## src/hdl/sec_pkg.sv

```systemverilog
package sec_pkg;

	localparam int WORD_WIDTH = 16;
	localparam int CNT_W      = $clog2(WORD_WIDTH);
	localparam logic [CNT_W-1:0] CNT_LAST = CNT_W'(WORD_WIDTH - 1);

	localparam logic [7:0] CH_SEP  = 8'h3B;
	localparam logic [7:0] CH_END  = 8'h26;
	localparam logic [7:0] CH_ADD  = 8'h2B;
	localparam logic [7:0] CH_SUB  = 8'h2D;
	localparam logic [7:0] CH_MUL  = 8'h2A;
	localparam logic [7:0] CH_DIV  = 8'h2F;
	localparam logic [7:0] CH_ZERO = 8'h30;
	localparam logic [7:0] CH_NINE = 8'h39;

	typedef logic [WORD_WIDTH-1:0] word_t;

	typedef enum logic [1:0] {
		STAT_OK     = 2'd0,
		STAT_BAD_OP = 2'd1,
		STAT_BAD_DIV = 2'd2,
		STAT_NO_SEP = 2'd3
	} status_t;

	typedef enum logic [2:0] {
		S_LEFT,
		S_OPER,
		S_RIGHT,
		S_CALC,
		S_ABORT,
		S_LOAD
	} state_t;

	typedef struct packed {
		logic push_left;
		logic push_right;
		logic set_op;
		logic start;
		logic step;
		logic load_calc;
		logic load_abort;
	} cmd_t;

	typedef struct packed {
		logic is_end;
		logic is_sep;
		logic calc_done;
		logic out_free;
	} sts_t;

	function automatic logic [15:0] to_out16(word_t v);
		logic [31:0] t;
		t = 32'(v);
		return t[15:0];
	endfunction

endpackage

```

## src/hdl/sec_ctrl.sv

```systemverilog
module sec_ctrl import sec_pkg::*; (
	input  logic clk,
	input  logic arst_n,
	input  logic in_valid,
	output logic in_ready,
	input  sts_t sts,
	output cmd_t cmd
);

	state_t state_q, state_d;
	logic   accept;

	assign accept = in_valid && in_ready;

	always_ff @(posedge clk or negedge arst_n) begin
		if (!arst_n) begin
			state_q <= S_LEFT;
		end else begin
			state_q <= state_d;
		end
	end

	always_comb begin
		state_d = state_q;
		case (state_q)
			S_LEFT: begin
				if (accept) begin
					if (sts.is_end) begin
						state_d = S_ABORT;
					end else if (sts.is_sep) begin
						state_d = S_OPER;
					end
				end
			end
			S_OPER: begin
				if (accept) begin
					state_d = sts.is_end ? S_CALC : S_RIGHT;
				end
			end
			S_RIGHT: begin
				if (accept && sts.is_end) begin
					state_d = S_CALC;
				end
			end
			S_CALC: begin
				if (sts.calc_done) begin
					state_d = S_LOAD;
				end
			end
			S_ABORT, S_LOAD: begin
				if (sts.out_free) begin
					state_d = S_LEFT;
				end
			end
			default: state_d = S_LEFT;
		endcase
	end

	always_comb begin
		in_ready = 1'b0;
		cmd      = '0;
		case (state_q)
			S_LEFT: begin
				in_ready       = 1'b1;
				cmd.push_left  = in_valid && !sts.is_end && !sts.is_sep;
			end
			S_OPER: begin
				in_ready   = 1'b1;
				cmd.set_op = in_valid;
				cmd.start  = in_valid && sts.is_end;
			end
			S_RIGHT: begin
				in_ready       = 1'b1;
				cmd.push_right = in_valid && !sts.is_end;
				cmd.start      = in_valid && sts.is_end;
			end
			S_CALC: begin
				cmd.step = 1'b1;
			end
			S_ABORT: begin
				cmd.load_abort = sts.out_free;
			end
			S_LOAD: begin
				cmd.load_calc = sts.out_free;
			end
			default: begin
				in_ready = 1'b0;
			end
		endcase
	end

endmodule

```

## src/hdl/sec_dp.sv

```systemverilog
module sec_dp import sec_pkg::*; (
	input  logic        clk,
	input  logic        arst_n,
	input  logic [7:0]  rx_byte,
	input  cmd_t        cmd,
	output sts_t        sts,
	output logic        out_valid,
	input  logic        out_ready,
	output logic [15:0] answer,
	output logic [15:0] left_operand,
	output logic [7:0]  operator_char,
	output logic [15:0] right_operand,
	output logic [1:0]  status
);

	word_t            left_q, right_q, x_q, y_q, r_q;
	logic [7:0]       op_q;
	logic [CNT_W-1:0] cnt_q;
	logic             out_valid_q;
	logic [15:0]      ans_q, left_out_q, right_out_q;
	logic [7:0]       op_out_q;
	status_t          stat_q;

	logic [3:0]       digit;
	word_t            base_acc, pushed;
	logic [WORD_WIDTH:0] trial;
	logic             fits;
	word_t            res_ans;
	status_t          res_stat;
	logic             b_nonpos;

	always_comb begin
		if (rx_byte inside {[CH_ZERO:CH_NINE]}) begin
			digit = 4'(rx_byte - CH_ZERO);
		end else begin
			digit = 4'd0;
		end
		base_acc = cmd.push_right ? right_q : left_q;
		pushed   = (base_acc << 3) + (base_acc << 1) + WORD_WIDTH'(digit);
	end

	assign trial = {r_q, y_q[WORD_WIDTH-1]};
	assign fits  = trial >= {1'b0, right_q};

	always_ff @(posedge clk or negedge arst_n) begin
		if (!arst_n) begin
			left_q  <= '0;
			right_q <= '0;
			op_q    <= '0;
		end else if (cmd.load_calc || cmd.load_abort) begin
			left_q  <= '0;
			right_q <= '0;
			op_q    <= '0;
		end else begin
			if (cmd.push_left) begin
				left_q <= pushed;
			end
			if (cmd.push_right) begin
				right_q <= pushed;
			end
			if (cmd.set_op) begin
				op_q <= rx_byte;
			end
		end
	end

	// iterate: shift-add multiply or restoring divide, one bit per cycle
	always_ff @(posedge clk) begin
		if (cmd.start) begin
			cnt_q <= '0;
			x_q   <= left_q;
			y_q   <= (op_q == CH_DIV) ? left_q : right_q;
			r_q   <= '0;
		end else if (cmd.step) begin
			cnt_q <= cnt_q + 1'b1;
			if (op_q == CH_DIV) begin
				r_q <= fits ? WORD_WIDTH'(trial - {1'b0, right_q}) : trial[WORD_WIDTH-1:0];
				y_q <= {y_q[WORD_WIDTH-2:0], fits};
			end else begin
				if (y_q[0]) begin
					r_q <= r_q + x_q;
				end
				x_q <= x_q << 1;
				y_q <= y_q >> 1;
			end
		end
	end

	assign b_nonpos = right_q[WORD_WIDTH-1] || (right_q == '0);

	always_comb begin
		res_ans  = '0;
		res_stat = STAT_OK;
		case (op_q)
			CH_ADD: res_ans = left_q + right_q;
			CH_SUB: res_ans = left_q - right_q;
			CH_MUL: res_ans = b_nonpos ? '0 : r_q;
			CH_DIV: begin
				if (b_nonpos) begin
					res_stat = STAT_BAD_DIV;
				end else if (!left_q[WORD_WIDTH-1]) begin
					res_ans = y_q;
				end
			end
			default: res_stat = STAT_BAD_OP;
		endcase
	end

	always_ff @(posedge clk or negedge arst_n) begin
		if (!arst_n) begin
			out_valid_q <= 1'b0;
		end else if (cmd.load_calc || cmd.load_abort) begin
			out_valid_q <= 1'b1;
		end else if (out_ready) begin
			out_valid_q <= 1'b0;
		end
	end

	always_ff @(posedge clk) begin
		if (cmd.load_calc || cmd.load_abort) begin
			ans_q       <= cmd.load_abort ? 16'd0 : to_out16(res_ans);
			stat_q      <= cmd.load_abort ? STAT_NO_SEP : res_stat;
			left_out_q  <= to_out16(left_q);
			right_out_q <= to_out16(right_q);
			op_out_q    <= op_q;
		end
	end

	always_comb begin
		sts.is_end    = rx_byte == CH_END;
		sts.is_sep    = rx_byte == CH_SEP;
		sts.calc_done = cmd.step && (cnt_q == CNT_LAST);
		sts.out_free  = !out_valid_q || out_ready;
	end

	assign out_valid     = out_valid_q;
	assign answer        = ans_q;
	assign left_operand  = left_out_q;
	assign operator_char = op_out_q;
	assign right_operand = right_out_q;
	assign status        = stat_q;

endmodule

```

## src/hdl/serial_expression_calculator_unit.sv

```systemverilog
// Serial expression calculator: takes one received byte per beat on the slave stream
// (frames of digits ';' operator digits '&') and returns one result beat per closing '&'.
// Digit, separator and operator bytes are taken as they arrive. A closing '&' after the
// separator is accepted, then the shared shift-add multiply / restoring divide unit runs
// one iteration per operand bit, then the output register is loaded. A '&' before the
// separator skips the iterations. Input is held off during the iterations and while the
// output register is still full at load time; a waiting result does not stop the byte
// parse.
module serial_expression_calculator_unit import sec_pkg::*; (
	input  logic        clk,
	input  logic        arst_n,
	input  logic        s_tvalid,
	output logic        s_tready,
	input  logic [7:0]  s_tdata,   // [7:0] rx_byte
	output logic        m_tvalid,
	input  logic        m_tready,
	output logic [63:0] m_tdata    // [15:0] answer, [31:16] left_operand,
	                               // [39:32] operator_char, [55:40] right_operand,
	                               // [57:56] status, [63:58] zero
);

	cmd_t        cmd;
	sts_t        sts;
	logic [15:0] answer, left_operand, right_operand;
	logic [7:0]  operator_char;
	logic [1:0]  status;

	sec_ctrl u_ctrl (
		.clk      (clk),
		.arst_n   (arst_n),
		.in_valid (s_tvalid),
		.in_ready (s_tready),
		.sts      (sts),
		.cmd      (cmd)
	);

	sec_dp u_dp (
		.clk           (clk),
		.arst_n        (arst_n),
		.rx_byte       (s_tdata),
		.cmd           (cmd),
		.sts           (sts),
		.out_valid     (m_tvalid),
		.out_ready     (m_tready),
		.answer        (answer),
		.left_operand  (left_operand),
		.operator_char (operator_char),
		.right_operand (right_operand),
		.status        (status)
	);

	assign m_tdata = {6'd0, status, right_operand, operator_char, left_operand, answer};

endmodule
```

## config.mk

```make
export PLATFORM = sky130hd
export DESIGN_NAME = serial_expression_calculator_unit
export DESIGN_NICKNAME = d
export VERILOG_FILES = /design/src/hdl/sec_pkg.sv /design/src/hdl/sec_ctrl.sv /design/src/hdl/sec_dp.sv /design/src/hdl/serial_expression_calculator_unit.sv
export SDC_FILE = /design/constraint.sdc
export NUM_CORES = 1
export LEC_CHECK = 0
export ABC_AREA = 1
export BUFFER_PORTS_ARGS = -buffer_cell sky130_fd_sc_hd__buf_4
export CAP_MARGIN = 15
export CORE_ASPECT_RATIO = 1.1
export CORE_MARGIN = 2
export CORE_UTILIZATION = 55
export DETAILED_ROUTE_END_ITERATION = 10
export PLACE_DENSITY_LB_ADDON = 0.1
export SKIP_LAST_GASP = 1
export SLEW_MARGIN = 20
export SYNTH_ARGS = -nofsm -noshare
export SYNTH_HDL_FRONTEND = slang
export SYNTH_SLANG_ARGS = --single-unit
```

## constraint.sdc

```tcl
create_clock -name clk -period 3.1 [get_ports clk]
set_input_delay 0.62 -clock clk [delete_from_list [all_inputs] [get_ports clk]]
set_output_delay 0.62 -clock clk [all_outputs]
set_load 0.02 [all_outputs]
```

==> out/metrics.cfg <==
[floorplan]
coreArea_mm2=0.0197
start_util_pct=55.8
die_h_um=152
die_area_mm2=0.0212
io_pins=78
die_w_um=139
rows=54

[sta]
max-slew-margin-rel_pct=39.2
setup_ws_ps=116
finalCriticalPeriod_ps=2980
finalHoldViolations=0
period_share_pct=96.3
rsz0062_at_grt=yes
hold-worst-slack_ps=180
finalClockSkew_ps=10.6
tightest_slew_ps=911
max_freq_mhz=335
slew_viol_final=0
setup_violations=0

[logic_synthesis]
synth_top_family_by_area=simple AND/OR/NAND/NOR gates
syn-cell-area_mm2=0.0110
ys_types=53
synth_area_leaders=edfxtp_1 (25%), nand2_1 (14%), dfrtp_1 (10%)
synth_top_area_cell=edfxtp_1
synth_adder_area_share_pct=9.32
seq_area_frac_synth_pct=38.2
ys_warn_count=0
postSynthCellCount=1474
synth-seq-cells=154
yosys.area_share.simple_pct=27.3
synth.avg_cell_area_um2=7.47
yosys.area_share.xor_xnor_pct=2.07
synth.top_cell.area_share_pct=24.5
synthMuxAreaShare_pct=0
synth_compound_area_share_pct=13.8

[detailed_routing]
drt_iter0_markers=906
wl_per_cell_um=18.4
drc=0
detail_route.first_pass.iterations=5
drtAntennaViolNets=0
dr_total_vias=10800
viasPerCell=5.69
wl_mm=34.9

[critical_path]
timing.rr.start=u_dp.op_q[4]
cp_slowest_stage_delay_ps=390
crit_path_end_kind=flop
critical_path_buf_inv_count=3
crit_required_ps=3250
crit_family=simple AND/OR/NAND/NOR gates
crit_chain=inv_2 -> nand2_2 -> nor3_4 -> buf_4 -> nand3_2 -> o31ai_1 -> xor2_1 -> ha_1 -> a21oi_1 -> o21bai_1 -> inv_1 -> nand3_1 -> or2_2 -> nand3_1 -> a21oi_1
path_class=flop to flop
startpoint=u_dp.op_q[4]
cp_max_fo=5
slowest_stage=dfrtp_1
cp-start-kind=flop
worstPathArrival_ps=3130

[layout]
finalNonFillerCells=1897
n_fill_cell=1734
layout_common_cells=nand2_1 (411), inv_1 (180), buf_4 (177)
drive_gt1_share_pct=18.7
layout.nets=1723
final_common_cell=nand2_1
antennaDiodeCount=0
syn_to_final_growth_pct=20.4

[global_route]
grt_max_degree=50
grt_util_met3_pct=4.97
grt_usage_pct=32.2
gr-usage-met2_pct=53.7
busiest_layer=met2
overflow=0
grt_pass1_vias=10100
use_met1_pct=42.2
grt_antenna_before_repair=0
grt_pass1_wl_mm=53.5

[clock_tree]
cts_tree=yes
cts_sinks=154
cts_buffers=17
htreeDepth=4
root_buffer=clkbuf_16
cts.path.max_buffers=2
clkTransAtPathRegs_ps=70
hold_buffers=0
clock_latency_ps=440

[job]
maxCapViolCount=0

[run_status]
status=finished, final reports clean

[power_and_ir_drop]
ir_drop_mv=0.633
power.leakage_nw=6.36
power_density_mw_per_mm2=1210

[worst_hold_path]
hold_path.class=input port to async pin

[placed_design]
place_inst=1856
numPortBuffers=71
place_hpwl_mm=26.8
dpl_worst_slack_ps=-374
globalplace.congestion=0.992

[synth_stat cells (all sizes together)]
cell type  instances
nand3b             5
clkbuf             8
a211o              1
fa                 5
dfxtp             20
inv              197
dfrtp             44
a32oi              8
o211ai             2
o21bai             7
a21boi             1
buf               37
edfxtp            90
xor2              24
a221oi             1
nand4             29
a21oi            104
nor3b              1
nor3              22
conb               1
and2               1
or2                9
o22ai             14
a21o               5
o31ai              2
ha                74
o21ai            117
nor2             100
xnor2              2
nand3             97
nand2            434
a31oi             11
clkinv             1
[cells by family after synthesis]
logic type | Yosys count
and+or+nand+nor | 698
AOI/OAI and AO/OA | 273
buffers and inverters | 243
DFF | 154
adders and majority gates | 79
xor gates and xnor gates | 26
other | 1
[report_power, final]
| group | internal (mW) | total [mW] | switching (mW) | leakage (nW) |
|---|---|---|---|---|
| Clock | 1.24 | 2.16 | 0.926 | 0.285 |
| Sequential | 2.84 | 3.57 | 0.727 | 1.56 |
| Combinational | 3.93 | 10.2 | 6.31 | 4.51 |
| Total | 8.01 | 16.0 | 7.96 | 6.36 |
[flip-flops by register name (all words and copies together), names as in the netlist, 3 cells and up]
| signal | flops |
|---|---|
| u_ctrl.state_q | 3 |
| u_dp.x_q | 16 |
| u_dp.left_q | 16 |
| u_dp.r_q | 16 |
| u_dp.cnt_q | 4 |
| u_dp.right_q | 16 |
| u_dp.operator_char | 8 |
| u_dp.answer | 16 |
| u_dp.right_operand | 16 |
| u_dp.left_operand | 16 |
| u_dp.y_q | 16 |
| u_dp.op_q | 8 |
[repair_timing]
action                                  4_1_cts  5_1_grt
cloned                                        0        0
buffers inserted                              0        9
endpoints found under the setup margin        6       30
pin swaps                                     0       14
endpoints found under the hold margin         0        0
resized for setup                             2       57
[final timing paths]
check                                         to  slack, ps  cells after the start
setup / recovery                 u_dp.answer[10]        120                     15
hold / removal                  u_dp.right_q[11]        180                      1
setup reg to reg                 u_dp.answer[10]        120                     15
hold reg to reg            u_dp.operator_char[4]        480                      0
max in group asynchronous        u_dp.right_q[2]       2460                      1
min in group clk                  u_dp.out_valid        470                      4
[metrics by stage]
stage               setup TNS (ps)  total power, mW  util, %  cell area, µm²
CTS                              0             15.2     66.0           13000
global placement             -4220             12.9     63.0           12400
finish                           0             16.0     67.2           13300
detailed placement           -5720             13.0     63.0           12400
global route                  -488             17.2     67.2           13300
floorplan                    -12.0             9.97        -           11100
[layout make-up]
cell class                 count  area (µm²)  area share, %
clock buffer                  20         457           3.44
clock inverter                12         136           1.03
inverter                     198         792           5.97
multi-input combinational   1082        6000           45.2
sequential                   154        4210           31.7
tap                          252         315           2.38
timing repair buffer         179        1350           10.2
[metal layers]
layer	part of all wire (%)	up-vias
li1	-	5228
met1	41	5003
met2	47	486
met3	7.9	86
met4	3.6	0
met5	0	-
Note: power is estimated with default switching activity, not from simulation.
